`config.mk`:
```
export PLATFORM = sky130hd
export DESIGN_NAME = video_packet_deframer_flat
export DESIGN_NICKNAME = d
export VERILOG_FILES = /design/src/rtl/vpd_pkg.sv /design/src/rtl/vpd_if.sv /design/src/rtl/vpd_in_stage.sv /design/src/rtl/vpd_core.sv /design/src/rtl/vpd_out_stage.sv /design/src/rtl/video_packet_deframer.sv /design/src/flat_wrapper.sv
export VERILOG_INCLUDE_DIRS = /design/src /design/src/rtl
export SDC_FILE = /design/constraint.sdc
export NUM_CORES = 1
export LEC_CHECK = 0
export BUFFER_PORTS_ARGS = -buffer_cell sky130_fd_sc_hd__buf_2
export CAP_MARGIN = 25
export CORE_MARGIN = 4
export CORE_UTILIZATION = 45
export CTS_CLUSTER_SIZE = 10
export DETAILED_ROUTE_END_ITERATION = 12
export GPL_TIMING_DRIVEN = 1
export PLACE_DENSITY = 0.69
export SETUP_SLACK_MARGIN = 0.4
export SLEW_MARGIN = 30
export SYNTH_ARGS = -nofsm -noshare
export SYNTH_HDL_FRONTEND = slang
export SYNTH_SLANG_ARGS = --single-unit
```
`constraint.sdc`:
```
create_clock -name clock -period 6.2 [get_ports clock]
set_clock_uncertainty 0.1 [all_clocks]
set_input_delay 0.62 -clock clock [delete_from_list [all_inputs] [get_ports clock]]
set_output_delay 0.62 -clock clock [all_outputs]
set_load 0.02 [all_outputs]
```
`src/rtl/assert_macros.svh`:
```
// Assertion macros used by the deframer core.
// No dependencies; include by bare file name.
`ifndef ASSERT_MACROS_SVH
`define ASSERT_MACROS_SVH
`ifndef SYNTHESIS
// Clocked property, ignored while reset is high.
`define VPD_ASSERT(label, clk, rst, prop) \
   label: assert property (@(posedge clk) disable iff (rst) prop) \
      else $error("assertion failed: %m");
// Clocked property, also checked during reset.
`define VPD_ASSERT_ALWAYS(label, clk, prop) \
   label: assert property (@(posedge clk) prop) \
      else $error("assertion failed: %m");
`else
`define VPD_ASSERT(label, clk, rst, prop)
`define VPD_ASSERT_ALWAYS(label, clk, prop)
`endif
`endif

```
`src/rtl/vpd_pkg.sv`:
```
// Types and constants of the video packet deframer.
// No dependencies; used by every file but assert_macros.svh through scoped names.
package vpd_pkg;

   localparam int unsigned HEADER_BYTES = 6;
   localparam int unsigned POS_W        = 24;
   localparam int unsigned PPF_W        = 9;

   localparam logic [PPF_W-1:0] PPF_RESET   = 9'd16;
   localparam logic [7:0]       FINAL_RESET = PPF_RESET[7:0] - 8'd1;

   // Header byte positions
   localparam logic [POS_W-1:0] POS_INDEX   = 24'd0;
   localparam logic [POS_W-1:0] POS_SUM_LO  = 24'd1;
   localparam logic [POS_W-1:0] POS_SUM_HI  = 24'd2;
   localparam logic [POS_W-1:0] POS_SIZE_LO = 24'd3;
   localparam logic [POS_W-1:0] POS_SIZE_MI = 24'd4;
   localparam logic [POS_W-1:0] POS_SIZE_HI = 24'd5;
   localparam logic [POS_W-1:0] POS_MAX     = {POS_W{1'b1}};
   localparam logic [POS_W:0]   MIN_COUNT   = (POS_W+1)'(HEADER_BYTES);

   typedef struct packed {
      logic [7:0] data_byte;
      logic       last_byte;
   } req_item_type;

   typedef struct packed {
      logic       payload_valid;
      logic [7:0] payload_byte;
      logic       packet_end;
      logic       length_ok;
      logic       sum_ok;
      logic       sequence_ok;
      logic [7:0] packet_number;
      logic       frame_end;
      logic       frame_good;
   } rsp_item_type;

endpackage

```
`src/rtl/vpd_if.sv`:
```
// Valid/ready channel interfaces for deframer items.
// Depends on vpd_pkg for the payload types.
interface vpd_req_if;
   logic                  valid;
   logic                  ready;
   vpd_pkg::req_item_type payload;
   modport source (output valid, output payload, input ready);
   modport sink   (input valid, input payload, output ready);
endinterface

interface vpd_rsp_if;
   logic                  valid;
   logic                  ready;
   vpd_pkg::rsp_item_type payload;
   modport source (output valid, output payload, input ready);
   modport sink   (input valid, input payload, output ready);
endinterface

```
`src/rtl/vpd_in_stage.sv`:
```
// Input register of the deframer: holds one accepted item.
// Depends on vpd_pkg and vpd_req_if.
module vpd_in_stage (
   input  logic                  clock,
   input  logic                  reset,
   vpd_req_if.sink               req_chan,
   input  logic                  drain,
   output logic                  s1_valid,
   output vpd_pkg::req_item_type s1_item
);
   logic                  s1_valid_ff, s1_valid_in;
   vpd_pkg::req_item_type s1_item_ff;
   logic                  accept;

   assign req_chan.ready = !s1_valid_ff || drain;
   assign accept         = req_chan.valid && req_chan.ready;

   always_comb begin
      s1_valid_in = s1_valid_ff;
      if (accept) begin
         s1_valid_in = 1'b1;
      end else if (drain) begin
         s1_valid_in = 1'b0;
      end
   end

   always_ff @(posedge clock) begin
      if (reset) begin
         s1_valid_ff <= 1'b0;
      end else begin
         s1_valid_ff <= s1_valid_in;
      end
   end

   always_ff @(posedge clock) begin
      if (accept) begin
         s1_item_ff <= req_chan.payload;
      end
   end

   assign s1_valid = s1_valid_ff;
   assign s1_item  = s1_item_ff;
endmodule

```
`src/rtl/vpd_core.sv`:
```
// Header parser, running sum and sequence tracking of the deframer.
// Depends on vpd_pkg and assert_macros.svh.
`include "assert_macros.svh"
module vpd_core (
   input  logic                        clock,
   input  logic                        reset,
   input  logic                        advance,
   input  vpd_pkg::req_item_type       item,
   input  logic [vpd_pkg::PPF_W-1:0]   packets_per_frame,
   output vpd_pkg::rsp_item_type       result
);
   logic [vpd_pkg::POS_W-1:0] pos_ff, pos_in;
   logic [7:0]                hdr_index_ff, hdr_index_in;
   logic [15:0]               hdr_sum_ff, hdr_sum_in;
   logic [23:0]               hdr_size_ff, hdr_size_in;
   logic [15:0]               run_sum_ff, run_sum_in;
   logic [7:0]                prev_index_ff, prev_index_in;
   logic                      intact_ff, intact_in;

   logic                      is_payload;
   logic [15:0]               sum_nx;
   logic [vpd_pkg::POS_W:0]   count;
   logic                      len_ok;
   logic [7:0]                final_idx;
   logic [7:0]                expect_idx;
   logic                      seq_ok;
   logic                      at_final;
   logic                      b_last;
   logic [7:0]                b;

   assign b      = item.data_byte;
   assign b_last = item.last_byte;

   // header capture, fields updated by the byte in hand are seen at once
   always_comb begin
      hdr_index_in = hdr_index_ff;
      hdr_sum_in   = hdr_sum_ff;
      hdr_size_in  = hdr_size_ff;
      is_payload   = 1'b0;
      case (pos_ff)
         vpd_pkg::POS_INDEX:   hdr_index_in       = b;
         vpd_pkg::POS_SUM_LO:  hdr_sum_in[7:0]    = b;
         vpd_pkg::POS_SUM_HI:  hdr_sum_in[15:8]   = b;
         vpd_pkg::POS_SIZE_LO: hdr_size_in[7:0]   = b;
         vpd_pkg::POS_SIZE_MI: hdr_size_in[15:8]  = b;
         vpd_pkg::POS_SIZE_HI: hdr_size_in[23:16] = b;
         default:              is_payload         = 1'b1;
      endcase
   end

   assign sum_nx     = is_payload ? run_sum_ff + {8'd0, b} : run_sum_ff;
   assign count      = {1'b0, pos_ff} + {{vpd_pkg::POS_W{1'b0}}, 1'b1};
   assign len_ok     = (count >= vpd_pkg::MIN_COUNT) && (count == {1'b0, hdr_size_in});
   assign final_idx  = packets_per_frame[7:0] - 8'd1;
   assign expect_idx = (hdr_index_in == 8'd0) ? final_idx : hdr_index_in - 8'd1;
   assign seq_ok     = (expect_idx == prev_index_ff);
   assign at_final   = (hdr_index_in == final_idx);

   always_comb begin
      result               = '0;
      result.payload_valid = is_payload;
      result.payload_byte  = is_payload ? b : 8'd0;
      if (b_last) begin
         result.packet_end    = 1'b1;
         result.length_ok     = len_ok;
         result.packet_number = hdr_index_in;
         if (len_ok) begin
            result.sum_ok      = (sum_nx == hdr_sum_in);
            result.sequence_ok = seq_ok;
            result.frame_end   = at_final;
            result.frame_good  = at_final && intact_ff && seq_ok;
         end
      end
   end

   always_comb begin
      pos_in        = pos_ff;
      run_sum_in    = sum_nx;
      prev_index_in = prev_index_ff;
      intact_in     = intact_ff;
      if (b_last) begin
         pos_in     = '0;
         run_sum_in = '0;
         if (len_ok) begin
            prev_index_in = hdr_index_in;
            intact_in     = at_final ? 1'b1 : (intact_ff && seq_ok);
         end
      end else if (pos_ff != vpd_pkg::POS_MAX) begin
         pos_in = pos_ff + {{(vpd_pkg::POS_W-1){1'b0}}, 1'b1};
      end
   end

   always_ff @(posedge clock) begin
      if (reset) begin
         pos_ff        <= '0;
         hdr_index_ff  <= '0;
         hdr_sum_ff    <= '0;
         hdr_size_ff   <= '0;
         run_sum_ff    <= '0;
         prev_index_ff <= vpd_pkg::FINAL_RESET;
         intact_ff     <= 1'b1;
      end else if (advance) begin
         pos_ff        <= pos_in;
         hdr_index_ff  <= hdr_index_in;
         hdr_sum_ff    <= hdr_sum_in;
         hdr_size_ff   <= hdr_size_in;
         run_sum_ff    <= run_sum_in;
         prev_index_ff <= prev_index_in;
         intact_ff     <= intact_in;
      end
   end

   `VPD_ASSERT(a_pos_clear, clock, reset, (advance && b_last) |=> (pos_ff == '0))
   `VPD_ASSERT(a_pos_step, clock, reset, (advance && !b_last && pos_ff != vpd_pkg::POS_MAX)
      |=> (pos_ff == $past(pos_ff) + 24'd1))
   `VPD_ASSERT(a_frame_len, clock, reset, (advance && result.frame_end) |-> (result.length_ok && result.packet_end))
   `VPD_ASSERT(a_sum_clear, clock, reset, (advance && b_last) |=> (run_sum_ff == '0))
endmodule

```
`src/rtl/vpd_out_stage.sv`:
```
// Result register of the deframer, drives the result channel.
// Depends on vpd_pkg and vpd_rsp_if.
module vpd_out_stage (
   input  logic                  clock,
   input  logic                  reset,
   input  logic                  load,
   input  vpd_pkg::rsp_item_type item,
   output logic                  can_load,
   vpd_rsp_if.source             rsp_chan
);
   logic                  rsp_valid_ff, rsp_valid_in;
   vpd_pkg::rsp_item_type rsp_item_ff;

   assign can_load = !rsp_valid_ff || rsp_chan.ready;

   always_comb begin
      rsp_valid_in = rsp_valid_ff;
      if (load) begin
         rsp_valid_in = 1'b1;
      end else if (rsp_chan.ready) begin
         rsp_valid_in = 1'b0;
      end
   end

   always_ff @(posedge clock) begin
      if (reset) begin
         rsp_valid_ff <= 1'b0;
      end else begin
         rsp_valid_ff <= rsp_valid_in;
      end
   end

   always_ff @(posedge clock) begin
      if (load) begin
         rsp_item_ff <= item;
      end
   end

   assign rsp_chan.valid   = rsp_valid_ff;
   assign rsp_chan.payload = rsp_item_ff;
endmodule

```
`src/rtl/video_packet_deframer.sv`:
```
// Video packet deframer: one datagram byte in, one tagged result out per item.
// Each item passes the input register, then the result register; header parse,
// sum and sequence check are one pass. 1 item per cycle while results are taken.
// Reset (synchronous, active high): empties both registers, clears the parser,
// sets packets_per_frame to 16 and the previous index to 15, frame intact.
// Depends on vpd_pkg, vpd_if, vpd_in_stage, vpd_core and vpd_out_stage.
module video_packet_deframer (
   input  logic                      clock,
   input  logic                      reset,
   vpd_req_if.sink                   req_chan,
   vpd_rsp_if.source                 rsp_chan,
   input  logic                      csr_wr_en,
   input  logic [vpd_pkg::PPF_W-1:0] csr_wr_data
);
   // packets_per_frame register
   logic [vpd_pkg::PPF_W-1:0] csr_ppf_ff;

   logic                  s1_valid;
   vpd_pkg::req_item_type s1_item;
   vpd_pkg::rsp_item_type core_result;
   logic                  can_load;
   logic                  advance;

   always_ff @(posedge clock) begin
      if (reset) begin
         csr_ppf_ff <= vpd_pkg::PPF_RESET;
      end else if (csr_wr_en) begin
         csr_ppf_ff <= csr_wr_data;
      end
   end

   // The held item moves on, and the parser state steps, whenever the
   // result register is free or being emptied this cycle.
   assign advance = s1_valid && can_load;

   vpd_in_stage u_in (
      .clock    (clock),
      .reset    (reset),
      .req_chan (req_chan),
      .drain    (advance),
      .s1_valid (s1_valid),
      .s1_item  (s1_item)
   );

   vpd_core u_core (
      .clock             (clock),
      .reset             (reset),
      .advance           (advance),
      .item              (s1_item),
      .packets_per_frame (csr_ppf_ff),
      .result            (core_result)
   );

   vpd_out_stage u_out (
      .clock    (clock),
      .reset    (reset),
      .load     (advance),
      .item     (core_result),
      .can_load (can_load),
      .rsp_chan (rsp_chan)
   );
endmodule

```
`src/flat_wrapper.sv`:
```
// flat-port wrapper written by rule: the top's interface ports become plain ports
module video_packet_deframer_flat 
  (clock, reset, csr_wr_en, csr_wr_data, req_chan_valid, req_chan_payload, req_chan_ready, rsp_chan_valid, rsp_chan_payload, rsp_chan_ready);
  vpd_req_if req_chan_i ();
  vpd_rsp_if rsp_chan_i ();
  input  logic clock;
  input  logic reset;
  input  logic csr_wr_en;
  input  logic [vpd_pkg::PPF_W-1:0] csr_wr_data;
  input wire logic [$bits(req_chan_i.valid)-1:0] req_chan_valid;
  input wire logic [$bits(req_chan_i.payload)-1:0] req_chan_payload;
  output wire logic [$bits(req_chan_i.ready)-1:0] req_chan_ready;
  output wire logic [$bits(rsp_chan_i.valid)-1:0] rsp_chan_valid;
  output wire logic [$bits(rsp_chan_i.payload)-1:0] rsp_chan_payload;
  input wire logic [$bits(rsp_chan_i.ready)-1:0] rsp_chan_ready;
  assign req_chan_i.valid = req_chan_valid;
  assign req_chan_i.payload = req_chan_payload;
  assign req_chan_ready = req_chan_i.ready;
  assign rsp_chan_valid = rsp_chan_i.valid;
  assign rsp_chan_payload = rsp_chan_i.payload;
  assign rsp_chan_i.ready = rsp_chan_ready;
  video_packet_deframer u_core (.clock(clock), .reset(reset), .req_chan(req_chan_i), .rsp_chan(rsp_chan_i), .csr_wr_en(csr_wr_en), .csr_wr_data(csr_wr_data));
endmodule
```
# Word level (Yosys, flattened, before mapping)
# Index checks and enable logic that the tools add are counted.
dict set report totals {
  out_inout_bits 25
  in_bits 23
  regBits 139
  elab_cells 76
}
dict set report op_classes {
  n_addsub 5
  n_reduce_logical 19
  eq_ne 10
  muxes 20
  order_cmp 1
}
# operator n
set ops {}
lappend ops {{$mux 8} 7}
lappend ops {{$eq 24x2->1 const B} 2}
lappend ops {{$eq 24x3->1 const B} 2}
lappend ops {{$mux 24} 2}
lappend ops {{$mux 16} 2}
lappend ops {{$add 24x1->25 const B} 1}
lappend ops {{$eq 25x24->1} 1}
lappend ops {{$ge 25x3->1 const B} 1}
lappend ops {{$add 24x1->24 const B} 1}
lappend ops {{$eq 24x1->1 const B} 1}
lappend ops {{$logic_not 24->1} 1}
lappend ops {{$ne 24x24->1 const B} 1}
lappend ops {{$add 16x8->16} 1}
lappend ops {{$eq 16x16->1} 1}
lappend ops {{$eq 8x8->1} 2}
lappend ops {{$sub 8x1->8 const B} 2}
lappend ops {{$mux 14} 1}
lappend ops {{$logic_not 8->1} 1}
lappend ops {{$logic_and 1x1->1} 6}
lappend ops {{$mux 1} 6}
lappend ops {{$reduce_bool 2->1} 3}
lappend ops {{$reduce_or 6->1} 1}
lappend ops {{$mux 2} 2}
lappend ops {{$reduce_and 2->1} 2}
lappend ops {{other kinds (3)} 5}

# Depth between registers and ports, before layout
# Gate-level depths: netlist of run 1.
dict set report depth {
  ltp_word 8
  depth_mapped 18
  depth_no_buf 16
}

# Hierarchy
# From an unflattened synthesis of run 1, not the netlist that was laid out.
dict set report unflattened {
  hier_cells 1065
  area_unflattened_um2 8882.3
}
# module n_inst cells_each area_per_inst_um2 seq_area_each_um2
set by_module_without_submodules {}
lappend by_module_without_submodules {vpd_core 1 994 7489.7 1941.9}
lappend by_module_without_submodules {vpd_out_stage 1 27 737.0 710.7}
lappend by_module_without_submodules {video_packet_deframer 1 30 330.3 180.2}
lappend by_module_without_submodules {vpd_in_stage 1 14 325.3 290.3}

# Least setup slack after synthesis of run 1
# OpenSTA, ideal clock, no wires.
dict set report synth_timing {
  kind {register to register}
  startpoint {reg u_core.u_core.pos_ff[7] in the netlist's numbering}
  endpoint {reg u_core.u_out.rsp_item_ff (netlist bit u_core.u_out.rsp_chan.payload[0]), data pin}
  path_slack_ps 1578
  arrival_time_ps 4352
  path_stages_with_launch 17
  n_path_buf 3
  t_required_ps 5930
  cell_sequence {dfxtp_1 > buf_2 > nor4_1 > nand4_1 > nor2_1 > buf_2 > buf_2 > mux2i_1 > ha_1 > nor3b_1 > nand2_1 > mux2_2 > mux2i_1 > o2111ai_1 > nor4_1 > nand2_1 > nor4_2}
}
dict set report synth_via {
  elab_chain_cells 6
  elab_cells_between_ends 20
  cone_classes {add/sub: 2; order compare: 1; eq/ne: 6; mux: 5; reduce/logical: 6}
}
# element line
set synth_lines {}
lappend synth_lines {{start, declared} vpd_core.sv:12} ;# logic [vpd_pkg::POS_W-1:0] pos_ff, pos_in;
lappend synth_lines {{start signal, assigned} vpd_core.sv:103} ;# pos_ff <= pos_in;
lappend synth_lines {{parallel branches: the longest is 6 deep, another holds $add 24x1->25} --}
lappend synth_lines {{end signal, assigned} vpd_out_stage.sv:35} ;# rsp_item_ff <= item;
lappend synth_lines {{end, declared} vpd_out_stage.sv:12} ;# vpd_pkg::rsp_item_type rsp_item_ff;
# Several ways; the timed one is not identified.
# A chain may end at the register's enable or synchronous reset.

# Worst setup path in the final report of run 1
dict set report layout_timing {
  startpoint {reg u_core.u_core.pos_ff[20] in the netlist's numbering}
  endpoint {reg u_core.u_core.intact_ff}
}
dict set report layout_via {
  elab_chain_cells 7
  elab_cells_between_ends 20
  cone_classes {add/sub: 2; order compare: 1; eq/ne: 6; mux: 6; reduce/logical: 5}
}
# element line
set layout_lines {}
lappend layout_lines {{parallel branches: the longest is 7 deep, another holds $add 24x1->25} --}
lappend layout_lines {{end signal, assigned} vpd_core.sv:109} ;# intact_ff <= intact_in;
lappend layout_lines {{end, declared} vpd_core.sv:18} ;# logic intact_ff, intact_in;
# Several ways; the timed one is not identified.

==> results of run 1 <==
synthesized netlist by cell type, drive strengths merged (2+ instances only):
master | count | area, µm²
dfxtp | 107 | 2140
o21a | 6 | 45.0
a21oi | 85 | 425
buf | 11 | 51.3
or4 | 11 | 90.1
o21ai | 46 | 230
inv | 16 | 60.1
or3 | 18 | 118
nor2 | 87 | 345
clkbuf | 59 | 221
a32oi | 4 | 35.0
nand3b | 8 | 60.1
nand2 | 129 | 484
nand3 | 23 | 115
mux2i | 51 | 510
a21o | 6 | 45.0
o2111ai | 2 | 17.5
and3 | 23 | 144
a31oi | 14 | 87.6
nor2b | 13 | 81.3
ha | 15 | 188
nor3 | 37 | 190
nor4 | 22 | 156
a21boi | 6 | 45.1
mux2 | 2 | 22.5
o31ai | 3 | 22.5
a311oi | 2 | 17.5
o22ai | 4 | 25.0
xor2 | 27 | 236
or2 | 7 | 43.8
and4 | 12 | 105
a211oi | 14 | 105
and2 | 16 | 100
nand2b | 3 | 18.8
xnor2 | 53 | 472
a22oi | 14 | 105
o211ai | 9 | 67.6
nor3b | 11 | 82.6
a2111oi | 2 | 17.5
edfxtp | 32 | 961
nor4b | 5 | 58.8
nand4 | 20 | 131
per-stage QoR:
step / power, mW / util, % / cell area, µm² / instances / hold WS, ns
global placement: 1.20 / 47.6 / 8930 / 1266 / 0.335
CTS: 2.26 / 50.9 / 9550 / 1298 / 0.253
finish: 2.25 / 50.9 / 9550 / 1298 / 0.271
detailed placement: 1.20 / 47.6 / 8940 / 1266 / 0.342
global route: 2.32 / 50.9 / 9550 / 1298 / 0.256
floorplan: 1.14 / - / 8590 / 1044 / 0.328
worst paths after layout:
kind                              endpoint  slack, ns  cells past startpoint                           from
min                 u_core.u_in.s1_item[0]       0.27                      1            req_chan_payload[0]
max reg2reg        u_core.u_core.intact_ff       1.05                     14       u_core.u_core.pos_ff[20]
max                u_core.u_core.intact_ff       1.05                     14       u_core.u_core.pos_ff[20]
min reg2reg  u_core.u_core.hdr_size_ff[21]       0.35                      2  u_core.u_core.hdr_size_ff[21]
cell families after synthesis:
| kind of cell | Yosys count | synth area share [%] |
|---|---|---|
| multiplexers | 53 | 6.21 |
| AND/OR/NAND/NOR | 447 | 27.3 |
| buffers and inverters | 86 | 3.88 |
| AO/OA/AOI/OAI | 222 | 15.6 |
| flip-flops | 139 | 36.1 |
| XOR/XNOR | 81 | 8.51 |
| adder cells (fa/ha/maj) | 16 | 2.42 |
power groups by stage:
stage / clock [mW] / sequential (mW) / combinational (mW)
finish: 1.06 / 0.970 / 0.213
global route: 1.12 / 0.972 / 0.234
CTS: 1.08 / 0.969 / 0.211
detailed placement: 0 / 0.989 / 0.210
global placement: 0 / 0.989 / 0.208
floorplan: 0 / 0.989 / 0.147
worst max-delay path, stage by stage, from the launching register on:
cell and delay [ns]:
dfxtp_1 0.39, nor3_1 0.60, nand4_1 0.31, nor2_2 0.50, mux2i_1 0.24, buf_4 0.17, ha_1 0.25, nor3b_1 0.80
o21ai_0 0.26, a211oi_1 0.27, a31oi_1 0.08, o2111ai_1 0.26, nor4_1 0.10, a2111oi_0 0.45, o221ai_1 0.20
sequential cells by signal, summed over array words and instances (netlist names):
register                       count
u_core.u_core.prev_index_ff        8
u_core.u_core.pos_ff              24
u_core.u_in.s1_item                9
u_core.u_in.s1_valid               1
u_core.u_core.hdr_index_ff         8
u_core.u_core.intact_ff            1
u_core.u_core.run_sum_ff          16
u_core.u_out.rsp_chan.payload     23
u_core.u_core.hdr_size_ff         24
u_core.u_core.hdr_sum_ff          16
u_core.csr_ppf_ff                  8
u_core.u_out.rsp_chan.valid        1
final cells by class:
cell class | instances | area [µm²]
well taps | 234 | 293
repair buffers | 58 | 327
clock buffers | 18 | 429
fillers | 1771 | 9210
flip-flops and latches | 139 | 3100
inverters | 16 | 60.1
clock inverters | 14 | 184
multi-input cells | 819 | 5160
layer usage:
metal | routed length, µm | GRT usage [%] | vias to the layer above
met5 | 0 | 0 | -
met4 | 568 | 7.57 | 0
met3 | 1220 | 3.20 | 44
met2 | 10100 | 32.4 | 244
met1 | 10400 | 29.1 | 3641
li1 | - | - | 3801
==> results by stage, run 1 <==
Outcome:
- The run finished with clean final reports.

Timing:
- The sum of negative setup slack is 0 ns.
- The minimum clock period is ~5 ns.
- Dividing the final minimum period by the clock period gives between 80 and 90%.
- Measured against its own limit, the worst slew margin works out to 33.6%.
- The hold violation count in the final report is 0.
- The slew at the pin with the worst max-slew slack is approximately 0.99 ns.
- The total setup violations reported at the end of the flow is 0.
- The maximum clock rate is 194 MHz.
- Across all setup checks in the final design, the least slack found is approximately 1.1 ns.
- The final number of max-transition violations is 0.
- Setup repair after global routing left no endpoint under its margin.

Placement:
- The last weighted congestion value of the routability-driven placer is just over 0.9.
- The count of buffers inserted at the top-level ports is 46.
- The HPWL reported at the end of detailed placement is about 15000 µm.
- Timing analysis after detailed placement gives a worst setup slack of about 1.1 ns.

Floorplanning:
- The initial core utilization is 45.8%.
- The die outline height is about 150 µm.
- The core outline area is 18800 µm².
- Pin placement for this block handled 48 I/O pins.
- The chip width is about 150 µm.
- The full die area is between 20000 and 25000 µm².
- The floorplan row count is 50.

Synth:
- Among all flip-flop cells after synthesis, the most frequent one is dfxtp_1.
- The count of mapped cells out of synthesis is approximately 1.0k.
- The netlist area before placement is approximately 8600 µm².
- The fraction of synthesis flops using an asynchronous set or reset pin is 0%.
- The net count after synthesis is about 1.1k.
- A synthesized cell averages about 8.2 µm².
- The total number of yosys warnings is 0.
- The synthesized netlist contains 63 unique library cells.
- The sequential-to-total area share from yosys stat is 36.1%.
- The number of enable flip-flop cells after synthesis is 32.
- The register bit total from synthesis is ~140.

Clocking:
- After clock tree synthesis, the flow added hold-fix buffers numbering 0.
- The buffer count from post-CTS setup fixing is 0.
- For the worst-skew pair, the clock arrives at the later sink with an insertion delay of roughly 0.42 ns.
- The number of levels in the clock H-tree is 4.
- Counting the buffers created by CTS gives 17.
- The clock slew seen by the registers of the worst setup and hold paths is 0.06 ns.
- The clock sink total is roughly 140.
- In this run, post-CTS repair resized a total of 0 instances.
- The clock tree buffer depth is 2.
- TritonCTS built the clock tree.
- The root buffer cell is clkbuf_16.

Power:
- Summed over all cells, the static leakage comes to about 3.4 nW.
- Sequential cells account for 43.2% of the total power.
- The clock network fraction of total power is between 40% and 50%.
- The switching power is slightly below 0.6 mW.
- The switching power share of the total is between 20% and 30%.
- The worst-case IR drop observed on VDD is approximately 0.21 mV.
- The internal portion of total power is 1.67 mW.
- The combinational share of power is under 10%.
- The power density relative to cell area is 235 nW/µm².

Worst setup path:
- The top fanout value on the critical path is 10.
- The nature of the critical path endpoint is a register.
- The data arrival at the endpoint of the critical path is around 5.3 ns.
- The critical path start-end classification is register to register.
- The type of origin of the critical path is a register.
- The critical path required time is around 6.4 ns.

Detailed routing:
- The number of vias per cell after detailed routing is 5.96.
- The first-pass iteration count of the detailed router is 5.
- The detailed router's first-iteration violation count is about 660.
- In the routed design, unresolved DRC markers number 0.
- The routed design has around 22000 µm of wire.
- Dividing the detail-routed wire length by the instance count gives 17.2 µm.
- Summing over every cut layer, the via total after detailed routing is a little under 8k.
- Once detail routing completed, the nets flagged for antenna violations numbered 0.

Hold path:
- The worst hold path belongs to the class input port to register.

Cells and area:
- In the layout the commonest cells are nand2_1, dfxtp_1, a21oi_1.
- The most common cell after layout, fill and taps aside is nand2_1.
- The area growth from synthesis to layout is 11.2%.
- The count of inserted antenna diode cells is 0.
- The final net count is 1090.
- In the final layout, the share of cells above drive strength 1 is 10.6%.

Global routing:
- The maximum number of pins on one net before global-route repair is between 100 and 150.
- The via count of the first global-routing pass is roughly 7.0k.
- The global-route wire length before repair is ~36000 µm.
- The number of antenna violations at the first check in global routing is 0.
- The all-layer global routing usage is about a fifth.
- Summed over all layers, the global routing overflow is 0.

Flow run:
- Across the run, the number of max-cap violations was 0.
Power figures use the tool's default switching activity.
==> run 2: changes to the inputs <==
--- a/config.mk
+++ b/config.mk
@@ -13,7 +13,7 @@
 export CTS_CLUSTER_SIZE = 10
 export DETAILED_ROUTE_END_ITERATION = 12
 export GPL_TIMING_DRIVEN = 1
-export PLACE_DENSITY = 0.69
+export PLACE_DENSITY = 0.71
 export SETUP_SLACK_MARGIN = 0.4
 export SLEW_MARGIN = 30
 export SYNTH_ARGS = -nofsm -noshare
==> constraint.sdc (replaced) <==
create_clock -name clock -period 4.5 [get_ports clock]
set_clock_uncertainty 0.1 [all_clocks]
set_input_delay 0.45 -clock clock [delete_from_list [all_inputs] [get_ports clock]]
set_output_delay 0.45 -clock clock [all_outputs]
set_load 0.02 [all_outputs]
==> results by stage, run 2 (same netlist as run 1, synthesis figures left out) <==
Outcome:
- Run status: complete, no violations (unchanged).

Worst setup path:
- The nature of the critical path endpoint was a register (unchanged).
- The critical path required time is 4.65 ns (was 6.37 ns).
- The type of origin of the critical path is a register (unchanged).
- The critical path start-end classification is register to register (unchanged).
- The data arrival at the endpoint of the critical path is 4.12 ns (was 5.32 ns).
- The worst reg2reg path depth is 14 (unchanged).
- The reg-to-reg critical path endpoint is u_core.u_out.rsp_chan.payload[0] (was u_core.u_core.intact_ff).
- The slack of the worst reg-to-reg path came to 0.53 ns (was 1.05 ns).
- The top fanout value on the critical path is 9 (was 10).
- The launch point of the worst reg-to-reg path is u_core.u_core.pos_ff[14] (was u_core.u_core.pos_ff[20]).

Floorplanning:
- The core outline area is 18800 µm² (unchanged).
- The top-level port count was 48 (unchanged).
- The floorplan row count is 50 (unchanged).
- The initial core utilization is 45.8% (unchanged).
- The full die area is 21400 µm² (unchanged).
- The chip width is 146 µm (unchanged).
- The die outline height is 146 µm (unchanged).

Detailed routing:
- The total via count after detailed routing is 7921 (was 7730).
- The first-pass iteration count of the detailed router was 6 (was 5).
- The total wirelength of the detailed-routed design was 23700 µm (was 22300 µm).
- The number of vias per cell after detailed routing is 5.98 (was 5.96).
- The DRC violation count after routing is 0 (unchanged).
- The number of nets with antenna violations after routing is 0 (unchanged).
- The detailed router's first-iteration violation count is 793 (was 663).
- The average wire length per cell after detail routing was 17.9 µm (was 17.2 µm).

Clocking:
- The clock slew seen by the registers of the worst setup and hold paths is 0.06 ns (about the same).
- The root buffer cell is clkbuf_16 (unchanged).
- The clock buffer count from CTS is 17 (unchanged).
- The number of levels in the clock H-tree is 4 (unchanged).
- The clock sink total is 139 (unchanged).
- The clock insertion delay at the later pin of the skew report was 0.43 ns (was 0.42 ns).
- The TritonCTS clock tree is done (unchanged).
- The hold buffer count at cts is 0 (unchanged).
- The clock tree buffer depth is 2 (unchanged).

Timing:
- The slew at the pin with the worst max-slew slack is 0.973 ns (was 0.991 ns).
- The sum of negative setup slack is 0 ns (unchanged).
- The total setup violations reported at the end of the flow is 0 (unchanged).
- The period utilization is 88.1% (was 83.0%).
- The hold violation count in the final report is 0 (unchanged).
- The maximum clock rate is 252 MHz (was 194 MHz).
- The minimum clock period is 3.97 ns (was 5.15 ns).
- The relative max-transition margin is 34.5% (was 33.6%).
- RSZ-0062 raised after global routing: true (was false).
- The worst hold-check slack is 0.0929 ns (was 0.271 ns).
- The final number of max-transition violations is 0 (unchanged).

Cells and area:
- The number of fillers in the final layout is 1732 (was 1771).
- The count of inserted antenna diode cells is 0 (unchanged).
- Most frequent cells in the layout: nand2_1, dfxtp_1, a21oi_1 (unchanged).
- The area of combinational cells with multiple inputs is 5260 µm² (was 5160 µm²).
- The final net count is 1116 (was 1090).
- The fraction of final layout cells with drive strength greater than 1 is 14.5% (was 10.6%).
- The storage element area was 3110 µm² (was 3100 µm²).
- The area growth from synthesis to layout was 14.3% (was 11.2%).
- The most common cell after layout, fill and taps aside was nand2_1 (unchanged).

Global routing:
- The maximum number of pins on one net before global-route repair was 101 (was 102).
- The via count of the first global-routing pass came to 7297 (was 7006).
- The all-layer global routing usage is 21.9% (was 20.7%).
- The leftover overflow at the end of global routing is 0 (unchanged).
- The number of antenna violations at the first check in global routing is 0 (unchanged).
- The global-route wire length before repair is 38100 µm (was 36400 µm).

Power:
- The worst supply voltage drop on vdd is 0.246 mV (was 0.214 mV).
- The leakage component of the power is 3.52 nW (was 3.40 nW).
- The power density relative to cell area is 308 nW/µm² (was 235 nW/µm²).

Placement:
- The HPWL reported at the end of detailed placement came to 16300 µm (was 15200 µm).
- The last weighted congestion value of the routability-driven placer is 0.941 (was 0.906).
- The count of buffers inserted at the top-level ports is 46 (unchanged).

Hold path:
- The worst hold path class is input port to register (unchanged).
- The hold path depth came to 1 (unchanged).
- The terminating pin of the worst hold path is u_core.u_in.s1_item[8] (was u_core.u_in.s1_item[0]).
- The startpoint of the worst hold path is req_chan_payload[8] (was req_chan_payload[0]).

Flow run:
- The max-cap violation count came to 0 (unchanged).
==> run 2: per-layer routing <==
layer | global-route usage (%) | wire length, µm | vias to the layer above | part of all wire, %
met4 | 8.18 | 655 | 0 | 2.8
met2 | 34.0 | 10700 | 321 | 45
met3 | 4.19 | 1730 | 55 | 7.3
li1 | - | - | 3848 | -
met1 | 30.2 | 10600 | 3697 | 45
met5 | 0 | 0 | - | 0
==> run 2: worst max path at each step <==
stage,startpoint,to,cells past startpoint
after floorplan,u_core.u_core.pos_ff[7],u_core.u_out.rsp_chan.payload[0],16
after global placement,u_core.u_core.pos_ff[0],u_core.u_out.rsp_chan.payload[0],15
after detailed placement,u_core.u_core.pos_ff[0],u_core.u_out.rsp_chan.payload[0],15
after CTS,u_core.u_core.pos_ff[0],u_core.u_out.rsp_chan.payload[0],15
after global routing,u_core.u_core.pos_ff[1],u_core.u_out.rsp_chan.payload[0],16
final,u_core.u_core.pos_ff[14],u_core.u_out.rsp_chan.payload[0],14
==> run 2: layout make-up <==
class | count | area share, %
sequential | 139 | 31.6
clock buffer | 17 | 4.33
inverter | 16 | 0.612
multi-input combinational | 819 | 53.6
tap | 234 | 2.98
clock inverter | 15 | 1.43
timing repair buffer | 84 | 5.44
==> run 2: what timing repair did <==
item	CTS	global route
setup endpoints to repair	1	13
pin swaps	0	9
cloned	0	0
gates resized for setup	1	17
setup buffers	1	5
==> run 2: power breakdown <==
part           total, mW  switching [mW]  internal, mW
Sequential          1.34          0.0353          1.30
Clock               1.36           0.595         0.770
Combinational      0.316           0.193         0.123
Total               3.02           0.823          2.20
==> run 2: worst max-delay path, stage by stage (launching register included) <==
cell	delay, ns
dfxtp_1	0.40
nor4_2	0.35
nand4_1	0.31
nor2_4	0.28
mux2i_2	0.26
ha_2	0.25
nor3b_4	0.35
xnor2_1	0.16
a21oi_1	0.05
mux2i_1	0.21
xor2_1	0.20
o2111ai_2	0.16
nor4_2	0.38
nand2_1	0.17
nor4_2	0.16
==> run 2: stage by stage <==
| step | utilization, % | cell area [µm²] | total power, mW | std cells | setup WS (ns) |
|---|---|---|---|---|---|
| 6_report | 52.3 | 9810 | 3.02 | 1324 | 0.533 |
| 5_1_grt | 52.3 | 9810 | 3.13 | 1324 | 0.357 |
| 4_1_cts | 51.8 | 9720 | 3.03 | 1319 | 0.431 |
| 3_5_place_dp | 48.7 | 9140 | 1.67 | 1286 | 0.367 |
| 3_3_place_gp | 48.7 | 9140 | 1.67 | 1286 | 0.449 |
| 2_1_floorplan | - | 8630 | 1.57 | 1044 | 0.412 |
